==> src/design/rsob_pkg.sv <==
package rsob_pkg;

  // source select codes carried on the func field
  typedef enum logic [1:0] {
    FUNC_IMAGE      = 2'd0,
    FUNC_SOLID      = 2'd1,
    FUNC_MASK_BRUSH = 2'd2,
    FUNC_MASK_PAINT = 2'd3
  } func_e;

  // configuration register indexes
  localparam int unsigned CfgIdxW = 3;
  localparam logic [CfgIdxW-1:0] REG_OPACITY = 3'd0;
  localparam logic [CfgIdxW-1:0] REG_BRUSH_R = 3'd1;
  localparam logic [CfgIdxW-1:0] REG_BRUSH_G = 3'd2;
  localparam logic [CfgIdxW-1:0] REG_BRUSH_B = 3'd3;
  localparam logic [CfgIdxW-1:0] REG_BRUSH_A = 3'd4;

  localparam logic [7:0] ALPHA_OPAQUE = 8'hFF;
  localparam logic [7:0] ALPHA_CLEAR  = 8'h00;

  // reciprocals of 255: (x * RECIP16) >> 23 exact below 66052,
  // (x * RECIP24) >> 31 exact below about 16.9 million
  localparam logic [31:0] RECIP16 = 32'd32897;
  localparam logic [47:0] RECIP24 = 48'h808081;

  typedef struct packed {
    logic [7:0] red;
    logic [7:0] green;
    logic [7:0] blue;
    logic [7:0] alpha;
  } pix_t;

  typedef struct packed {
    logic [7:0] red;
    logic [7:0] green;
    logic [7:0] blue;
  } rgb_t;

  // item fields riding along the alpha stages
  typedef struct packed {
    func_e      func;
    rgb_t       color;
    logic [7:0] mask;
    logic       src_nz;
    pix_t       dst;
  } carry_t;

  // handoff from the alpha stages to the blend stages
  typedef struct packed {
    rgb_t       color;
    pix_t       dst;
    logic [7:0] alpha;
    logic       full;
    logic       act;
  } blend_req_t;

  // floor(x / 255) for x up to 65025
  function automatic logic [7:0] div255_16(input logic [15:0] x);
    logic [31:0] p;
    p = 32'(x) * RECIP16;
    return p[30:23];
  endfunction

  // floor(x / 255) for x up to 255 * 255 * 255
  function automatic logic [15:0] div255_24(input logic [23:0] x);
    logic [47:0] p;
    p = 48'(x) * RECIP24;
    return p[46:31];
  endfunction

endpackage

==> src/design/rsob_if.sv <==
interface rsob_in_if;
  logic       valid;
  logic       ready;
  logic [1:0] func;
  logic [7:0] src_red;
  logic [7:0] src_green;
  logic [7:0] src_blue;
  logic [7:0] src_alpha;
  logic [7:0] mask_alpha;
  logic [7:0] dst_red;
  logic [7:0] dst_green;
  logic [7:0] dst_blue;
  logic [7:0] dst_alpha;

  modport source (
    output valid, func, src_red, src_green, src_blue, src_alpha, mask_alpha,
           dst_red, dst_green, dst_blue, dst_alpha,
    input  ready
  );
  modport sink (
    input  valid, func, src_red, src_green, src_blue, src_alpha, mask_alpha,
           dst_red, dst_green, dst_blue, dst_alpha,
    output ready
  );
endinterface

interface rsob_out_if;
  logic       valid;
  logic       ready;
  logic [7:0] out_red;
  logic [7:0] out_green;
  logic [7:0] out_blue;
  logic [7:0] out_alpha;
  logic       written;

  modport source (
    output valid, out_red, out_green, out_blue, out_alpha, written,
    input  ready
  );
  modport sink (
    input  valid, out_red, out_green, out_blue, out_alpha, written,
    output ready
  );
endinterface

==> src/design/rsob_alpha.sv <==
module rsob_alpha import rsob_pkg::*; (
  input  logic       clk_i,
  input  logic       rst_ni,
  input  logic [7:0] opacity_i,
  input  logic [7:0] brush_alpha_i,
  input  logic       s_valid_i,
  output logic       s_ready_o,
  input  carry_t     s_carry_i,
  input  logic [7:0] s_src_alpha_i,
  output logic       m_valid_o,
  input  logic       m_ready_i,
  output blend_req_t m_req_o
);

  logic v1_q, v2_q, v3_q, v4_q;
  logic en1, en2, en3, en4;
  carry_t c1_q, c2_q, c3_q;
  logic [15:0] m1_d, m1_q;
  logic [7:0]  q2_q, q3_q;
  logic [23:0] p3_q;
  logic [15:0] x3_d, x3_q;
  logic [7:0]  a4;
  logic        act4;
  blend_req_t  req_d, req_q;
  logic [7:0]  op_a, op_b;

  // stage advance: a stage moves when empty or when its successor moves
  assign en4 = !v4_q || m_ready_i;
  assign en3 = !v3_q || en4;
  assign en2 = !v2_q || en3;
  assign en1 = !v1_q || en2;
  assign s_ready_o = en1;

  // stage 1 operands of the first alpha product
  always_comb begin
    op_a = s_src_alpha_i;
    op_b = opacity_i;
    case (s_carry_i.func)
      FUNC_IMAGE: begin
        op_a = s_src_alpha_i;
        op_b = opacity_i;
      end
      FUNC_SOLID: begin
        op_a = brush_alpha_i;
        op_b = opacity_i;
      end
      FUNC_MASK_BRUSH: begin
        op_a = opacity_i;
        op_b = brush_alpha_i;
      end
      FUNC_MASK_PAINT: begin
        op_a = s_src_alpha_i;
        op_b = s_carry_i.mask;
      end
      default: begin
        op_a = s_src_alpha_i;
        op_b = opacity_i;
      end
    endcase
  end
  assign m1_d = 16'(op_a) * 16'(op_b);

  // stage 3: mask times scaled brush alpha, or first divide of the triple product
  assign x3_d = (c2_q.func == FUNC_MASK_BRUSH) ? 16'(c2_q.mask) * 16'(q2_q)
                                               : div255_24(p3_q);

  // stage 4: final effective alpha and flags
  always_comb begin
    if (c3_q.func == FUNC_IMAGE || c3_q.func == FUNC_SOLID) begin
      a4 = q3_q;
    end else begin
      a4 = div255_16(x3_q);
    end
    case (c3_q.func)
      FUNC_IMAGE: act4 = c3_q.src_nz;
      FUNC_SOLID: act4 = (a4 != ALPHA_CLEAR);
      default:    act4 = (c3_q.mask != ALPHA_CLEAR);
    endcase
    req_d.color = c3_q.color;
    req_d.dst   = c3_q.dst;
    req_d.alpha = a4;
    req_d.full  = (a4 == ALPHA_OPAQUE);
    req_d.act   = act4;
  end

  // valid bits
  always_ff @(posedge clk_i or negedge rst_ni) begin
    if (!rst_ni) begin
      v1_q <= 1'b0;
      v2_q <= 1'b0;
      v3_q <= 1'b0;
      v4_q <= 1'b0;
    end else begin
      if (en1) v1_q <= s_valid_i;
      if (en2) v2_q <= v1_q;
      if (en3) v3_q <= v2_q;
      if (en4) v4_q <= v3_q;
    end
  end

  // payload registers
  always_ff @(posedge clk_i) begin
    if (en1) begin
      c1_q <= s_carry_i;
      m1_q <= m1_d;
    end
    if (en2) begin
      c2_q <= c1_q;
      q2_q <= div255_16(m1_q);
      p3_q <= 24'(m1_q) * 24'(opacity_i);
    end
    if (en3) begin
      c3_q <= c2_q;
      q3_q <= q2_q;
      x3_q <= x3_d;
    end
    if (en4) begin
      req_q <= req_d;
    end
  end

  assign m_valid_o = v4_q;
  assign m_req_o   = req_q;

  a_full_flag: assert property (@(posedge clk_i) disable iff (!rst_ni)
    v4_q |-> (req_q.full == (req_q.alpha == ALPHA_OPAQUE)))
    else $error("full flag does not match effective alpha");

  a_stall_keeps_item: assert property (@(posedge clk_i) disable iff (!rst_ni)
    (v4_q && !m_ready_i) |=> (v4_q && $stable(req_q)))
    else $error("stalled alpha result lost or changed");

  a_no_drop: assert property (@(posedge clk_i) disable iff (!rst_ni)
    (v3_q && !en4) |=> v3_q)
    else $error("stage 3 item dropped during stall");

endmodule

==> src/design/rsob_blend.sv <==
module rsob_blend import rsob_pkg::*; (
  input  logic       clk_i,
  input  logic       rst_ni,
  input  logic       s_valid_i,
  output logic       s_ready_o,
  input  blend_req_t s_req_i,
  output logic       m_valid_o,
  input  logic       m_ready_i,
  output pix_t       m_pix_o,
  output logic       m_written_o
);

  logic v5_q, v6_q;
  logic en5, en6;
  logic [15:0] sum_r_d, sum_g_d, sum_b_d;
  logic [15:0] sum_r_q, sum_g_q, sum_b_q;
  logic [7:0]  inv_a;
  logic [7:0]  alpha5_d, alpha5_q;
  logic        full5_q, act5_q;
  rgb_t        color5_q;
  rgb_t        dst5_q;
  pix_t        pix6_d, pix6_q;
  logic        wr6_q;

  assign en6 = !v6_q || m_ready_i;
  assign en5 = !v5_q || en6;
  assign s_ready_o = en5;

  // stage 5: weighted sums a*s + (255-a)*d
  assign inv_a   = ~s_req_i.alpha;
  assign sum_r_d = 16'(s_req_i.alpha) * 16'(s_req_i.color.red)
                 + 16'(inv_a) * 16'(s_req_i.dst.red);
  assign sum_g_d = 16'(s_req_i.alpha) * 16'(s_req_i.color.green)
                 + 16'(inv_a) * 16'(s_req_i.dst.green);
  assign sum_b_d = 16'(s_req_i.alpha) * 16'(s_req_i.color.blue)
                 + 16'(inv_a) * 16'(s_req_i.dst.blue);

  // result alpha: opaque on replace, max on blend, pass on skip
  always_comb begin
    if (s_req_i.full) begin
      alpha5_d = ALPHA_OPAQUE;
    end else if (s_req_i.act && (s_req_i.alpha > s_req_i.dst.alpha)) begin
      alpha5_d = s_req_i.alpha;
    end else begin
      alpha5_d = s_req_i.dst.alpha;
    end
  end

  // stage 6: divide and select
  always_comb begin
    if (full5_q) begin
      pix6_d.red   = color5_q.red;
      pix6_d.green = color5_q.green;
      pix6_d.blue  = color5_q.blue;
    end else if (act5_q) begin
      pix6_d.red   = div255_16(sum_r_q);
      pix6_d.green = div255_16(sum_g_q);
      pix6_d.blue  = div255_16(sum_b_q);
    end else begin
      pix6_d.red   = dst5_q.red;
      pix6_d.green = dst5_q.green;
      pix6_d.blue  = dst5_q.blue;
    end
    pix6_d.alpha = alpha5_q;
  end

  always_ff @(posedge clk_i or negedge rst_ni) begin
    if (!rst_ni) begin
      v5_q <= 1'b0;
      v6_q <= 1'b0;
    end else begin
      if (en5) v5_q <= s_valid_i;
      if (en6) v6_q <= v5_q;
    end
  end

  always_ff @(posedge clk_i) begin
    if (en5) begin
      sum_r_q  <= sum_r_d;
      sum_g_q  <= sum_g_d;
      sum_b_q  <= sum_b_d;
      alpha5_q <= alpha5_d;
      full5_q  <= s_req_i.full;
      act5_q   <= s_req_i.act;
      color5_q <= s_req_i.color;
      dst5_q   <= '{red: s_req_i.dst.red, green: s_req_i.dst.green,
                    blue: s_req_i.dst.blue};
    end
    if (en6) begin
      pix6_q <= pix6_d;
      wr6_q  <= full5_q || act5_q;
    end
  end

  assign m_valid_o   = v6_q;
  assign m_pix_o     = pix6_q;
  assign m_written_o = wr6_q;

  a_opaque_written: assert property (@(posedge clk_i) disable iff (!rst_ni)
    (v5_q && en6 && full5_q) |=> (v6_q && wr6_q && pix6_q.alpha == ALPHA_OPAQUE))
    else $error("replaced pixel not opaque or not written");

  a_skip_alpha: assert property (@(posedge clk_i) disable iff (!rst_ni)
    (s_valid_i && en5 && !s_req_i.full && !s_req_i.act)
      |=> (alpha5_q == $past(s_req_i.dst.alpha)))
    else $error("skipped pixel alpha altered");

  a_blend_alpha_min: assert property (@(posedge clk_i) disable iff (!rst_ni)
    (s_valid_i && en5 && s_req_i.act) |=> (alpha5_q >= $past(s_req_i.alpha)))
    else $error("blended alpha below effective alpha");

endmodule

==> src/design/rgba_source_over_pixel_blender.sv <==
// Source-over blender for RGBA8888 pixels. One pixel per clock enters and
// leaves at full rate while the output is not stalled; each pixel passes
// through six register stages (four that form the effective alpha with
// multiply-by-reciprocal divides by 255, two that form and divide the
// per-channel weighted sums). Ready travels back stage by stage,
// so bubbles are squeezed out during a stall. Configuration registers are
// read live by the pipeline and must only be written while it is empty.
module rgba_source_over_pixel_blender import rsob_pkg::*; (
  input  logic               clk_i,
  input  logic               rst_ni,
  input  logic               cfg_we_i,
  input  logic [CfgIdxW-1:0] cfg_idx_i,
  input  logic [7:0]         cfg_wdata_i,
  rsob_in_if.sink            pix_in,
  rsob_out_if.source         pix_out
);

  logic [7:0] opacity_q;
  logic [7:0] brush_alpha_q;
  rgb_t       brush_q;
  carry_t     carry_in;
  logic       req_valid, req_ready;
  blend_req_t req;
  pix_t       res_pix;

  // configuration registers
  always_ff @(posedge clk_i or negedge rst_ni) begin
    if (!rst_ni) begin
      opacity_q     <= ALPHA_OPAQUE;
      brush_q       <= '0;
      brush_alpha_q <= ALPHA_OPAQUE;
    end else if (cfg_we_i) begin
      case (cfg_idx_i)
        REG_OPACITY: opacity_q       <= cfg_wdata_i;
        REG_BRUSH_R: brush_q.red     <= cfg_wdata_i;
        REG_BRUSH_G: brush_q.green   <= cfg_wdata_i;
        REG_BRUSH_B: brush_q.blue    <= cfg_wdata_i;
        REG_BRUSH_A: brush_alpha_q   <= cfg_wdata_i;
        default: ;
      endcase
    end
  end

  // input pixel fields, source color chosen by func
  always_comb begin
    carry_in.func = func_e'(pix_in.func);
    if (carry_in.func == FUNC_IMAGE || carry_in.func == FUNC_MASK_PAINT) begin
      carry_in.color.red   = pix_in.src_red;
      carry_in.color.green = pix_in.src_green;
      carry_in.color.blue  = pix_in.src_blue;
    end else begin
      carry_in.color = brush_q;
    end
    carry_in.mask      = pix_in.mask_alpha;
    carry_in.src_nz    = (pix_in.src_alpha != ALPHA_CLEAR);
    carry_in.dst.red   = pix_in.dst_red;
    carry_in.dst.green = pix_in.dst_green;
    carry_in.dst.blue  = pix_in.dst_blue;
    carry_in.dst.alpha = pix_in.dst_alpha;
  end

  rsob_alpha u_alpha (
    .clk_i         (clk_i),
    .rst_ni        (rst_ni),
    .opacity_i     (opacity_q),
    .brush_alpha_i (brush_alpha_q),
    .s_valid_i     (pix_in.valid),
    .s_ready_o     (pix_in.ready),
    .s_carry_i     (carry_in),
    .s_src_alpha_i (pix_in.src_alpha),
    .m_valid_o     (req_valid),
    .m_ready_i     (req_ready),
    .m_req_o       (req)
  );

  rsob_blend u_blend (
    .clk_i       (clk_i),
    .rst_ni      (rst_ni),
    .s_valid_i   (req_valid),
    .s_ready_o   (req_ready),
    .s_req_i     (req),
    .m_valid_o   (pix_out.valid),
    .m_ready_i   (pix_out.ready),
    .m_pix_o     (res_pix),
    .m_written_o (pix_out.written)
  );

  assign pix_out.out_red   = res_pix.red;
  assign pix_out.out_green = res_pix.green;
  assign pix_out.out_blue  = res_pix.blue;
  assign pix_out.out_alpha = res_pix.alpha;

endmodule

==> src/flat_wrapper.sv <==
// flat-port wrapper written by rule: the top's interface ports become plain ports
module rgba_source_over_pixel_blender_flat import rsob_pkg::*;
  (clk_i, rst_ni, cfg_we_i, cfg_idx_i, cfg_wdata_i, pix_in_valid, pix_in_func, pix_in_src_red, pix_in_src_green, pix_in_src_blue, pix_in_src_alpha, pix_in_mask_alpha, pix_in_dst_red, pix_in_dst_green, pix_in_dst_blue, pix_in_dst_alpha, pix_in_ready, pix_out_valid, pix_out_out_red, pix_out_out_green, pix_out_out_blue, pix_out_out_alpha, pix_out_written, pix_out_ready);
  rsob_in_if pix_in_i ();
  rsob_out_if pix_out_i ();
  input  logic clk_i;
  input  logic rst_ni;
  input  logic cfg_we_i;
  input  logic [CfgIdxW-1:0] cfg_idx_i;
  input  logic [7:0] cfg_wdata_i;
  input wire logic [$bits(pix_in_i.valid)-1:0] pix_in_valid;
  input wire logic [$bits(pix_in_i.func)-1:0] pix_in_func;
  input wire logic [$bits(pix_in_i.src_red)-1:0] pix_in_src_red;
  input wire logic [$bits(pix_in_i.src_green)-1:0] pix_in_src_green;
  input wire logic [$bits(pix_in_i.src_blue)-1:0] pix_in_src_blue;
  input wire logic [$bits(pix_in_i.src_alpha)-1:0] pix_in_src_alpha;
  input wire logic [$bits(pix_in_i.mask_alpha)-1:0] pix_in_mask_alpha;
  input wire logic [$bits(pix_in_i.dst_red)-1:0] pix_in_dst_red;
  input wire logic [$bits(pix_in_i.dst_green)-1:0] pix_in_dst_green;
  input wire logic [$bits(pix_in_i.dst_blue)-1:0] pix_in_dst_blue;
  input wire logic [$bits(pix_in_i.dst_alpha)-1:0] pix_in_dst_alpha;
  output wire logic [$bits(pix_in_i.ready)-1:0] pix_in_ready;
  output wire logic [$bits(pix_out_i.valid)-1:0] pix_out_valid;
  output wire logic [$bits(pix_out_i.out_red)-1:0] pix_out_out_red;
  output wire logic [$bits(pix_out_i.out_green)-1:0] pix_out_out_green;
  output wire logic [$bits(pix_out_i.out_blue)-1:0] pix_out_out_blue;
  output wire logic [$bits(pix_out_i.out_alpha)-1:0] pix_out_out_alpha;
  output wire logic [$bits(pix_out_i.written)-1:0] pix_out_written;
  input wire logic [$bits(pix_out_i.ready)-1:0] pix_out_ready;
  assign pix_in_i.valid = pix_in_valid;
  assign pix_in_i.func = pix_in_func;
  assign pix_in_i.src_red = pix_in_src_red;
  assign pix_in_i.src_green = pix_in_src_green;
  assign pix_in_i.src_blue = pix_in_src_blue;
  assign pix_in_i.src_alpha = pix_in_src_alpha;
  assign pix_in_i.mask_alpha = pix_in_mask_alpha;
  assign pix_in_i.dst_red = pix_in_dst_red;
  assign pix_in_i.dst_green = pix_in_dst_green;
  assign pix_in_i.dst_blue = pix_in_dst_blue;
  assign pix_in_i.dst_alpha = pix_in_dst_alpha;
  assign pix_in_ready = pix_in_i.ready;
  assign pix_out_valid = pix_out_i.valid;
  assign pix_out_out_red = pix_out_i.out_red;
  assign pix_out_out_green = pix_out_i.out_green;
  assign pix_out_out_blue = pix_out_i.out_blue;
  assign pix_out_out_alpha = pix_out_i.out_alpha;
  assign pix_out_written = pix_out_i.written;
  assign pix_out_i.ready = pix_out_ready;
  rgba_source_over_pixel_blender u_core (.clk_i(clk_i), .rst_ni(rst_ni), .cfg_we_i(cfg_we_i), .cfg_idx_i(cfg_idx_i), .cfg_wdata_i(cfg_wdata_i), .pix_in(pix_in_i), .pix_out(pix_out_i));
endmodule
==> config.mk <==
export PLATFORM = sky130hd
export DESIGN_NAME = rgba_source_over_pixel_blender_flat
export DESIGN_NICKNAME = d
export VERILOG_FILES = /design/src/design/rsob_pkg.sv /design/src/design/rsob_if.sv /design/src/design/rsob_alpha.sv /design/src/design/rsob_blend.sv /design/src/design/rgba_source_over_pixel_blender.sv /design/src/flat_wrapper.sv
export SDC_FILE = /design/constraint.sdc
export NUM_CORES = 2
export LEC_CHECK = 0
export BUFFER_PORTS_ARGS = -buffer_cell sky130_fd_sc_hd__buf_2
export CAP_MARGIN = 15
export CORE_UTILIZATION = 39
export DETAILED_ROUTE_END_ITERATION = 16
export GPL_TIMING_DRIVEN = 0
export PLACE_DENSITY = 0.5
export SLEW_MARGIN = 20
export SYNTH_ARGS = -nofsm -noshare
export SYNTH_HDL_FRONTEND = slang
export SYNTH_SLANG_ARGS = --single-unit
==> constraint.sdc <==
create_clock -name clk_i -period 19 [get_ports clk_i]
set_input_delay 2.85 -clock clk_i [delete_from_list [all_inputs] [get_ports clk_i]]
set_output_delay 2.85 -clock clk_i [all_outputs]
set_load 0.1 [all_outputs]
# Word level (Yosys, flattened, before mapping)
# Index checks and enable logic that the tools add are counted.
# word_totals
wordCells	141
input_bits	90
mem_bits_ro	0
n_memories	0
ff_bits	524
out_inout_bits	35
latch_bits	0
ram_bits	0
# classes
multipliers	15
n_reduce_logical	29
div_mod_pow	0
shifts	0
n_eq_ne	10
addsub	3
bitwise	1
n_lt_le_gt_ge	1
muxes	9
# ops
cell	count
$mul A16 B16 Y31 const B	5
$mul A8 B8 Y16	8
$mux W24	3
$add A16 B16 Y16	3
$pmux W8 S3	2
$mul A24 B24 Y47 const B	1
$mul A16 B8 Y24	1
$reduce_bool A8 Y1	3
$mux W16	1
$mux W8	2
$reduce_and A2 Y1	5
$logic_or A1 B1 Y1	9
$eq A8 B8 Y1 const B	1
$gt A8 B8 Y1	1
$not A8 Y8	1
$eq A2 B2 Y1 const B	3
$eq A3 B2 Y1 const B	2
$logic_not A1 Y1	6
$eq A2 B1 Y1 const B	2
$logic_not A2 Y1	2
$reduce_or A2 Y1	2
$eq A3 B1 Y1 const B	1
$eq A3 B3 Y1 const B	1
$logic_not A3 Y1	1
2 further kinds	2

# Depth between registers and ports, before layout
# depth
ltp_word	7
ltp_mapped	26
mapped_depth_nobuf	24

# Hierarchy
# Synthesis repeated with hierarchy kept, for this count alone.
# hier_totals
cells_unflattened	4203
area_unflattened_um2	47878.4
# by_module_without_submodules
mod	cells_each	n_inst	area_per_inst_um2
rsob_alpha	2017	1	24576.1
rsob_blend	2068	1	21433.1
rgba_source_over_pixel_blender	118	1	1869.3

# Worst setup path after synthesis
# Ideal clock, no wire load.
# synth_path
path_kind	input to output
from	input port pix_out_ready
to	output port pix_in_ready
setup_slack_ns	8.247
required_ns	16.150
stages	4
path_buffers	0
arrival_time_ns	7.903
cell_sequence	nor2b_1 nand3_1 nor2_1 nand3_1
# synth_between
elab_chain_cells	6
# synth_rtl
element	line_no	text
from (decl)	flat_wrapper.sv:29	input wire logic [$bits(pix_out_i.ready)-1:0] pix_out_ready;
$logic_or A1 B1 Y1	rsob_blend.sv:25	assign en6 = !v6_q || m_ready_i;
$logic_or A1 B1 Y1	rsob_blend.sv:26	assign en5 = !v5_q || en6;
$logic_or A1 B1 Y1	rsob_alpha.sv:28	assign en4 = !v4_q || m_ready_i;
named net u_core.u_alpha.en4	rsob_alpha.sv:16	logic en1, en2, en3, en4;
$logic_or A1 B1 Y1	rsob_alpha.sv:29	assign en3 = !v3_q || en4;
$logic_or A1 B1 Y1	rsob_alpha.sv:30	assign en2 = !v2_q || en3;
$logic_or A1 B1 Y1	rsob_alpha.sv:31	assign en1 = !v1_q || en2;
to (decl)	flat_wrapper.sv:22	output wire logic [$bits(pix_in_i.ready)-1:0] pix_in_ready;
# The timed path passes the listed nets, and every way through them passes these cells.

# Worst setup path in the final report
# layout_path
from	input port pix_in_func[0]
to	register u_core.u_alpha.m1_q[15] (data pin)
# layout_between
elab_chain_cells	4
word_cells_on_any_way	9
cone_classes	mul: 1; eq/ne: 3; mux: 2; reduce/logical: 3
# layout_rtl
element	line_no	text
from (decl)	flat_wrapper.sv:12	input wire logic [$bits(pix_in_i.func)-1:0] pix_in_func;
$eq A2 B2 Y1 (tied with other cells)	rsob_alpha.sv:38	case (s_carry_i.func)
$reduce_or A2 Y1 (no line)	-	
$pmux W8 S3	rsob_alpha.sv:38	
$mul A8 B8 Y16 *	rsob_alpha.sv:61	assign m1_d = 16'(op_a) * 16'(op_b);
named net u_core.u_alpha.m1_d[15]	rsob_alpha.sv:18	logic [15:0] m1_d, m1_q;
to (signal assigned)	rsob_alpha.sv:105	m1_q <= m1_d;
to (decl)	rsob_alpha.sv:18	
# The timed path passes the listed nets; every way through them passes the cells marked *.
# A chain may end at the register's enable or synchronous reset.

==> impl_metrics.py <==
metrics = {
    "detailed_routing": {
        "firstDrtPassIters": 5,
        "drt-wirelength-per-cell_um": 19.3,
        "routed_wl_um": 117000,
        "post_drt_via_cell_ratio": 4.92,
        "drt_iter0_markers": 1479,
        "vias": 29813,
        "drc": 0,
        "ant_nets": 0,
    },
    "layout": {
        "area_delta_synth_final_pct": 10.5,
        "drive_gt1_share_pct": 8.18,
        "finalCoreUtilization_pct": 43.7,
        "fin_nets": 5750,
        "nFillCells": 11574,
    },
    "worst_setup_path": {
        "worstReg2RegStart": "u_core.u_alpha.m_req_o[6]",
        "slowest_delay_ps": 650,
        "setup.worst_path.class": "input pin to register",
        "startpoint_type": "input pin",
        "r2r_slack_ps": 11750,
        "critPathLaunch": "pix_in_func[0]",
        "cp.required_ps": 19450,
        "path_max_fanout": 10,
        "end_kind": "register",
        "endpoint": "u_core.u_alpha.m1_q[15]",
        "crit_top_cell": "inv_1",
        "r2r_end": "u_core.u_blend.sum_g_q[14]",
        "cp_slowest_cell": "a21oi_1",
        "reg2reg_depth": 23,
        "crit_arrival_ps": 8760,
    },
    "run_status": {
        "status": "completed",
    },
    "clock_tree": {
        "cts_tree": "yes",
        "cts.repair.resized": 0,
        "path_clk_slew_ps": 60,
        "cts.path.max_buffers": 3,
        "cts_hold_buf": 0,
        "cts_sinks": 524,
        "clockRootBuffer": "clkbuf_16",
        "post-cts-setup-buffers": 0,
        "ctsHtreeMaxLevel": 2,
        "clk_latency_ps": 720,
        "cts_buffers": 61,
    },
    "sta": {
        "tightest_slew_ps": 1070,
        "fin_worst_skew_ps": 71.8,
        "final.setup.tns_ps": 0,
        "worst_slack_ps": 10690,
        "period_needed_ps": 8310,
        "slew_headroom_pct": 28.6,
        "final-hold-violation-count": 0,
        "period_share_pct": 43.7,
        "fmax_ghz": 0.120,
        "slew_viol_final": 0,
        "setup_viol": 0,
        "rsz0062_at_grt": "no",
    },
    "synth": {
        "ys.flop_type": "edfxtp_1",
        "postSynthCellCount": 4199,
        "yosysWarnings": 0,
        "synth_cell_types": 71,
        "async_flop_share_pct": 8.78,
        "ys_ff_latch": 524,
        "synth-edff-count": 478,
        "synth.top_cell.area_share_pct": 30.1,
        "yosysTopAreaCell": "edfxtp_1",
        "syn-mean-instance-area_sq_um": 11.3,
        "seq_area_frac_synth_pct": 32.6,
        "synth_area_leaders": "edfxtp_1, ha_1, fa_1, inv_1, and2_1",
        "netlist_area_sq_mm": 0.0476,
    },
    "global_route": {
        "gr-total-overflow": 0,
        "grtUsageTotal_pct": 19.5,
        "antenna_found_initial": 9,
        "grt_pass1_vias": 30944,
        "grt_start_max_net_pins": 72,
        "grt_pass1_wl_um": 181000,
    },
    "flow_run": {
        "drv_cap": 0,
    },
    "floorplanning": {
        "die_w_um": 351,
        "row_count": 127,
        "initial_utilization_pct": 39.5,
        "core_area_sq_mm": 0.120,
        "die_h_um": 351,
        "num_io_pins": 125,
        "die-area_sq_mm": 0.123,
    },
    "placed_design": {
        "gp_congestion": 0.841,
        "port_buffers": 123,
        "pre_cts_ws_ps": 9910,
        "dp_hpwl_um": 93400,
    },
    "min_path": {
        "min_path_type": "register to register",
    },
}
==> cells in the final DEF, fill, tap and decap left out, drive strengths merged, types with 29 or more instances in the layout <==
master,instances
ha,803
inv,752
edfxtp,478
fa,460
nand2,264
and2,218
clkbuf,151
nor2b,143
buf,141
nor2,122
a21oi,100
xnor2,90
o21ai,87
nand2b,73
mux2,69
a21o,38
nor3,33
nand3,33
dfrtp,30
or2,29
==> routing by layer <==
layer	track usage [%]	wire length, um
met1	26.3	53700
met2	33.0	55900
met3	2.93	4910
met4	4.22	2400
met5	0	0
==> sequential cells by signal, indices dropped and copies added, names as in the netlist, 16 cells and up <==
register,flops
u_core.u_alpha.c1_q,67
u_core.u_alpha.c2_q,67
u_core.u_alpha.c3_q,67
u_core.u_alpha.m_req_o,66
u_core.u_blend.m_pix_o,32
u_core.brush_q,24
u_core.u_alpha.p3_q,24
u_core.u_blend.color5_q,24
u_core.u_blend.dst5_q,24
u_core.u_alpha.m1_q,16
u_core.u_alpha.x3_q,16
u_core.u_blend.sum_b_q,16
u_core.u_blend.sum_g_q,16
u_core.u_blend.sum_r_q,16
==> worst max-delay path: cells and delay by family <==
| kind | cells | cell delay (ps) |
|---|---|---|
| and+or+nand+nor | 2 | 240 |
| AOI/OAI and AO/OA | 8 | 2160 |
| buffers and inverters | 8 | 870 |
| adders and majority gates | 6 | 2480 |
| xor gates and xnor gates | 1 | 140 |
==> Yosys cell counts (4+ instances only) <==
library cell and number:
a211o_1 6, a211oi_1 12, a21boi_0 6, a21o_1 38, a21oi_1 99, a22o_1 9
a22oi_1 19, a31o_2 5, a31oi_1 12, and2_1 217, and3_1 14, buf_1 8
clkbuf_1 75, dfrtp_1 30, dfstp_2 16, edfxtp_1 478, fa_1 460, ha_1 803
inv_1 743, mux2_2 69, mux2i_1 9, nand2_1 264, nand2b_1 73, nand3_1 33
nand3b_1 4, nand4_1 16, nor2_1 122, nor2b_1 143, nor3_1 33, nor4_1 12
o211ai_1 14, o21a_1 20, o21ai_0 76, o21ai_1 10, o21bai_1 16, o31a_1 11
o31ai_1 11, o41ai_1 7, or2_2 27, or3_1 12, or4_1 4, xnor2_1 90
xor2_1 27
==> worst min path at each step <==
| stage | from | to | slack (ps) | cells past startpoint |
|---|---|---|---|---|
| floorplan | u_core.u_alpha.c1_q[0] | u_core.u_alpha.c2_q[0] | 400 | 0 |
| global placement | u_core.u_alpha.c2_q[24] | u_core.u_alpha.c3_q[24] | 400 | 0 |
| detailed placement | u_core.u_alpha.c1_q[11] | u_core.u_alpha.c2_q[11] | 400 | 0 |
| CTS | u_core.u_alpha.c2_q[4] | u_core.u_alpha.c3_q[4] | 400 | 0 |
| global route | u_core.u_alpha.c1_q[42] | u_core.u_alpha.c2_q[42] | 410 | 0 |
| finish | u_core.u_alpha.c2_q[3] | u_core.u_alpha.c3_q[3] | 390 | 0 |
==> kinds of logic after synthesis <==
group,after synthesis,synth area share (%)
AO/OA/AOI/OAI,401,5.60
XOR/XNOR,117,2.15
adder cells (fa/ha/maj),1263,40.4
buffers and inverters,827,6.52
flip-flops,524,32.6
multiplexers,78,1.82
other,1,0.00788
AND/OR/NAND/NOR,988,10.9
==> layout make-up <==
type | instances | area (sq um) | share of cell area [%]
Multi-Input combinational cell | 2850 | 29000 | 55.2
Sequential cell | 524 | 15500 | 29.5
Inverter | 744 | 2800 | 5.32
Tap cell | 1612 | 2020 | 3.83
Clock buffer | 76 | 1610 | 3.07
Timing Repair Buffer | 133 | 858 | 1.63
Clock inverter | 39 | 437 | 0.830
Buffer | 83 | 312 | 0.592
Antenna cell | 2 | 5.00 | 0.00951
==> per-stage QoR <==
stage	cells	hold WS, ps	cell area (sq um)
floorplan	4201	400	47600
global placement	5936	401	50300
detailed placement	5946	405	50500
CTS	6061	399	52600
global route	6061	405	52600
finish	6063	388	52600
Power is left out: the tool's default activity adds up to more than one toggle a clock period on the data nets, which glitch-free logic cannot reach.
